`config.mk`:
```
export PLATFORM = sky130hd
export DESIGN_NAME = mchs_mac
export DESIGN_NICKNAME = d
export VERILOG_FILES = /design/src/sv/mchs_pkg.sv /design/src/sv/mchs_mac.sv
export SDC_FILE = /design/constraint.sdc
export NUM_CORES = 2
export LEC_CHECK = 0
export BUFFER_PORTS_ARGS = -buffer_cell sky130_fd_sc_hd__buf_2
export CAP_MARGIN = 15
export CORE_MARGIN = 4
export CORE_UTILIZATION = 47
export CTS_CLUSTER_DIAMETER = 120
export DETAILED_ROUTE_END_ITERATION = 16
export PLACE_DENSITY = 0.69
export RECOVER_POWER = 25
export SYNTH_ARGS = -nofsm -noshare
export SYNTH_HDL_FRONTEND = slang
export SYNTH_SLANG_ARGS = --single-unit
```
`constraint.sdc`:
```
create_clock -name clk -period 10.7 [get_ports clk]
set_input_delay 1.07 -clock clk [delete_from_list [all_inputs] [get_ports clk]]
set_output_delay 1.07 -clock clk [all_outputs]
set_load 0.02 [all_outputs]
```
`src/sv/mchs_pkg.sv`:
```
`timescale 1ns / 1ps

package mchs_pkg;

  // Field widths fixed by the request and result formats
  localparam int CH_BITS    = 4;
  localparam int CFG_BITS   = 5;
  localparam int VAL_BITS   = 32;
  localparam int TOTAL_BITS = 40;

  localparam logic [CFG_BITS-1:0] ACTIVE_RESET = 5'd4;

  typedef enum logic [1:0] {
    REQ_OBSERVE = 2'd0,
    REQ_WRITE   = 2'd1,
    REQ_HOP1    = 2'd2,
    REQ_HOP2    = 2'd3
  } req_e;

  // Multiply-accumulate unit controls
  typedef struct packed {
    logic clr;
    logic mul;
    logic add;
    logic hi;
  } mac_ctl_t;

endpackage

```
`src/sv/mchs_mac.sv`:
```
`timescale 1ns / 1ps

module mchs_mac #(
  parameter int COUNT_BITS = 32,
  parameter int ACC_W      = 80
) (
  input  logic                          clk,
  input  mchs_pkg::mac_ctl_t            ctl,
  input  logic [mchs_pkg::VAL_BITS-1:0] a,
  input  logic [COUNT_BITS-1:0]         b,
  output logic [ACC_W-1:0]              acc
);
  import mchs_pkg::*;

  localparam int PW = VAL_BITS + COUNT_BITS;

  logic [PW-1:0] prod;

  // Register the product, then fold it into the accumulator
  always_ff @(posedge clk) begin
    if (ctl.mul) begin
      prod <= a * b;
    end
    if (ctl.clr) begin
      acc <= '0;
    end else if (ctl.add) begin
      if (ctl.hi) begin
        acc <= acc + (ACC_W'(prod) << VAL_BITS);
      end else begin
        acc <= acc + ACC_W'(prod);
      end
    end
  end

endmodule

```
After elaboration in Yosys (flattened, before gate mapping). Index checks and enable logic that the tools add are counted.

Flip-flop bits (word level): 144. Input bits: 69. Word-level logic and storage cells: 6.

$add $sub $neg: 2. Multiply operators: 1. Multiplexer cells: 1.

Operators with widths (number): 80-bit by 64-bit adder with 80-bit output (1); 80-bit adder (1); 80-bit 2-to-1 mux (1); 32-bit by 32-bit multiplier with 64-bit output (1).

Logic depth before layout (Yosys ltp).
Depth in word-level cells: 2. Gate-level depth with buffers: 31. Depth with buffers taken out: 29.

Least setup slack after synthesis. Ideal clock, no wire load.

Path kind: input port to flip-flop. Start: input a[30] in the netlist's numbering. End: register prod[56] (data pin). Arrival: 7.777 ns. Data required time: 10.437 ns. Setup slack: 2.660 ns. Stages: 28. Path buffers: 2. Path through: clkbuf_1 > nand2_1 > fa_1 > inv_1 > fa_1 > fa_1 > inv_1 > fa_1 > inv_1 > fa_1 > fa_1 > fa_1 > inv_1 > fa_1 > inv_1 > ha_1 > clkbuf_1 > a21o_1 > a21o_1 > a21o_1 > a211oi_1 > nand2_1 > o31ai_1 > o21ai_1 > a21boi_1 > o21bai_1 > a21oi_1 > xnor2_1.

Word-level cells in the longest chain between the ends: 1.

Ends and longest elaborated chain: from (decl) (RTL line mchs_mac.sv:9) `input logic [mchs_pkg::VAL_BITS-1:0] a,`; 32-bit by 32-bit multiplier with 64-bit output (RTL line mchs_mac.sv:22) `prod <= a * b;`; to (signal assigned) (RTL line mchs_mac.sv:22); to (decl) (RTL line mchs_mac.sv:17) `logic [PW-1:0] prod;`.

Every way passes these cells. A chain may end at the register's enable or synchronous reset.

Worst setup path after layout.
Start: input a[0] in the netlist's numbering. End: register prod[56] (data pin).

Same word-level chain as after synthesis.

==> impl_results.md <==
- Max-cap check violation count: 2
- Failing checks: max-capacitance violations, max-slew violations
- H-tree depth: 4
- CP dominant cell by count: fa_1
- GRT Total Usage: 26.65%
- DRC: 0
- Mapped Cells: roughly 5,100
- Final Hold Viols: 0
- Worst slew margin: -130.4%
- Row cnt: 113
- CP max FO: 32
- Worst Path Required: 10.88 ns
- CP Launch Type: input pin
- Max Transition Viols Final: 98
- FFs w/ async S/R, synth: 0%
- Post-synth EDFFs: 64
- Worst path arrival time: ~9 ns
- CTS clock-pin slew for the worst setup and hold paths: around 0.070 ns
- Unrepaired setup endpoints after global routing: false
- DRT Wirelength: between 100,000 and 150,000 µm
- Final setup fails: 0
- Drt wl/cell: ~21 µm
- Global placer's final weighted congestion: between 0.9 and 1
- Clk_skew: 0.01343 ns
- Mapped Nets: 6,460
- WS Path Type: in2reg
- Sequential fraction of the synthesis area: 7.856%
- CTS Hold Bufs: 0
- First-pass GRT wire length: about 210,000 µm
- Initial Util: a little under half
- Clk buf depth: 2
- Routed Antenna Nets: 0
- Mean Syn Cell Area: 8.761 µm²
- Setup bufs post-CTS: 0
- Crit path max-delay cell type: clkbuf_1
- Die W: 316.9 µm
- Vias in the first global route: 36,820
- Synth area leader: fa_1
- Die area: around 100,000 µm²
- Largest net degree at the start of global routing: 75
- Die Y: 316.9 µm
- Iter 0 DRT Violations: 2,849
- Crit share post-route: 84.42%
- FMAX: between 0.1 and 0.15 GHz
- Nets@finish: 6,364
- Synth area leaders: fa_1 40%, ha_1 10%, and2_1 8.4%
- CTS tree: done
- Class of the worst hold path: reg2reg
- Critical path endpoint category: flip-flop
- Status: complete, but fails checks
- Vias: 35,310
- Top delay family on crit path: adder cells
- Post-cts resize count: 0
- Top-area cell type share of the netlist area: 40.08%
- Initial antenna violation count: 4
- Post-DP HPWL: about 100,000 µm
- Commonest register cell after synthesis: dfxtp_1
- Layout cell share with drive strength beyond 1: 4.091%
- Commonest cells in the netlist: 921 x inv_1, 898 x fa_1, 633 x nand2_1
- Syn. warnings: 0
- CTS root buf: clkbuf_16
- Congestion Overflow GR: 0
- Routed vias/inst: 5.601
- Least-Margin Pin Slew: approximately 3.5 ns
- Initial DRT Pass Iterations: 6
- Post-Syn Area: roughly 45,000 µm²
- Skew-Pair Late Insertion Delay: 0.45 ns
- Clk sink count: 144
- Num CTS Buffers: 17
- Top Ports: 149
- Core Area: approximately 95,000 µm²
- Buf/Inv on CP: 4
- Most common cell in the synthesized netlist: inv_1
- I/O Buffers: roughly 150
- Crit path largest cell delay: around 1.3 ns
- FF+latch count, synth: 144
- Layout overhead on the synthesized area: 4.377%
- Synth cell types: just under 90
- Final setup TNS: 0 ns
- Period minus WS final: ~9 ns
final cells by class:
type                       count  area [µm²]
antenna                        3       7.507
tap                         1265        1583
clock buffer                  20       479.2
fill                        9008       48060
clock inverter                12       118.9
multi-input combinational   3779       36830
timing repair buffer         159       810.8
sequential                   144        3523
inverter                     922        3461
worst reg2reg max path, stage by stage, from the launching register on:
cell,delay [ns]
edfxtp_1,0.42
ha_1,0.24
fa_1,0.44
a211oi_1,0.26
nor2_1,0.12
o211a_2,0.33
o211ai_2,0.37
a311oi_2,0.25
o41ai_2,0.66
nor2b_4,0.10
nor2_2,0.41
nor2_1,0.14
o311a_1,0.32
o21ai_2,0.10
sequential cells by signal, indices dropped and copies added, names as in the netlist:
signal	count
acc	80
prod	64
path summary, 6_finish.rpt:
check	from	to	slack (ns)	cells after the start
worst max register to register	prod[0]$_DFFE_PP_	acc[76]$_SDFFE_PP0P_	6.49	13
worst min-delay path	acc[11]$_SDFFE_PP0P_	acc[11]$_SDFFE_PP0P_	0.48	2
worst min register to register	acc[11]$_SDFFE_PP0P_	acc[11]$_SDFFE_PP0P_	0.48	2
worst max-delay path	a[0]	prod[56]$_DFFE_PP_	1.67	25
metal layers:
layer	routed length [µm]	GRT usage [%]	up-vias
li1	-	-	15740
met1	55460	37.18	17740
met2	59450	42.44	1576
met3	11620	4.835	261
met4	4602	8.395	2
met5	13	0	-
metrics by stage:
step / cells / instance area [µm²] / worst slack, ns / hold slack (ns) / utilization, %
final: 6304 / 46810 / 1.667 / 0.4831 / 49.34
after global routing: 6302 / 46810 / 1.324 / 0.4960 / 49.34
after CTS: 6301 / 46820 / 2.005 / 0.4801 / 49.35
after detailed placement: 6269 / 46220 / 1.542 / 0.4673 / 48.72
after global placement: 6269 / 46220 / 1.692 / 0.4596 / 48.72
after floorplan: 5119 / 44850 / 2.660 / 0.5461 / -
layout by cell type (no fill, tap or decap), types with 64 or more instances in the layout:
| master | n |
|---|---|
| inv_1 | 921 |
| fa_1 | 898 |
| nand2_1 | 633 |
| and2_1 | 601 |
| ha_1 | 374 |
| a21oi_1 | 236 |
| nor2_1 | 164 |
| buf_2 | 141 |
| o21ai_0 | 106 |
| xnor2_1 | 106 |
| a21o_1 | 98 |
| dfxtp_1 | 80 |
| edfxtp_1 | 64 |
cell families (layout without fill, tap and decap cells):
kind of cell	after synthesis	count (layout)	share of synthesized area, %
flops	144	144	7.856
mux	7	7	0.1590
fa+ha+maj	1272	1272	50.52
other cells	0	3	0
xor+xnor	159	159	3.105
simple gates	1643	1643	18.38
compound gates	698	698	9.938
buf+inv	1196	1113	10.04
Power is not shown: default switching activity piles up to over one toggle a cycle in this logic, so the estimate is an artifact.
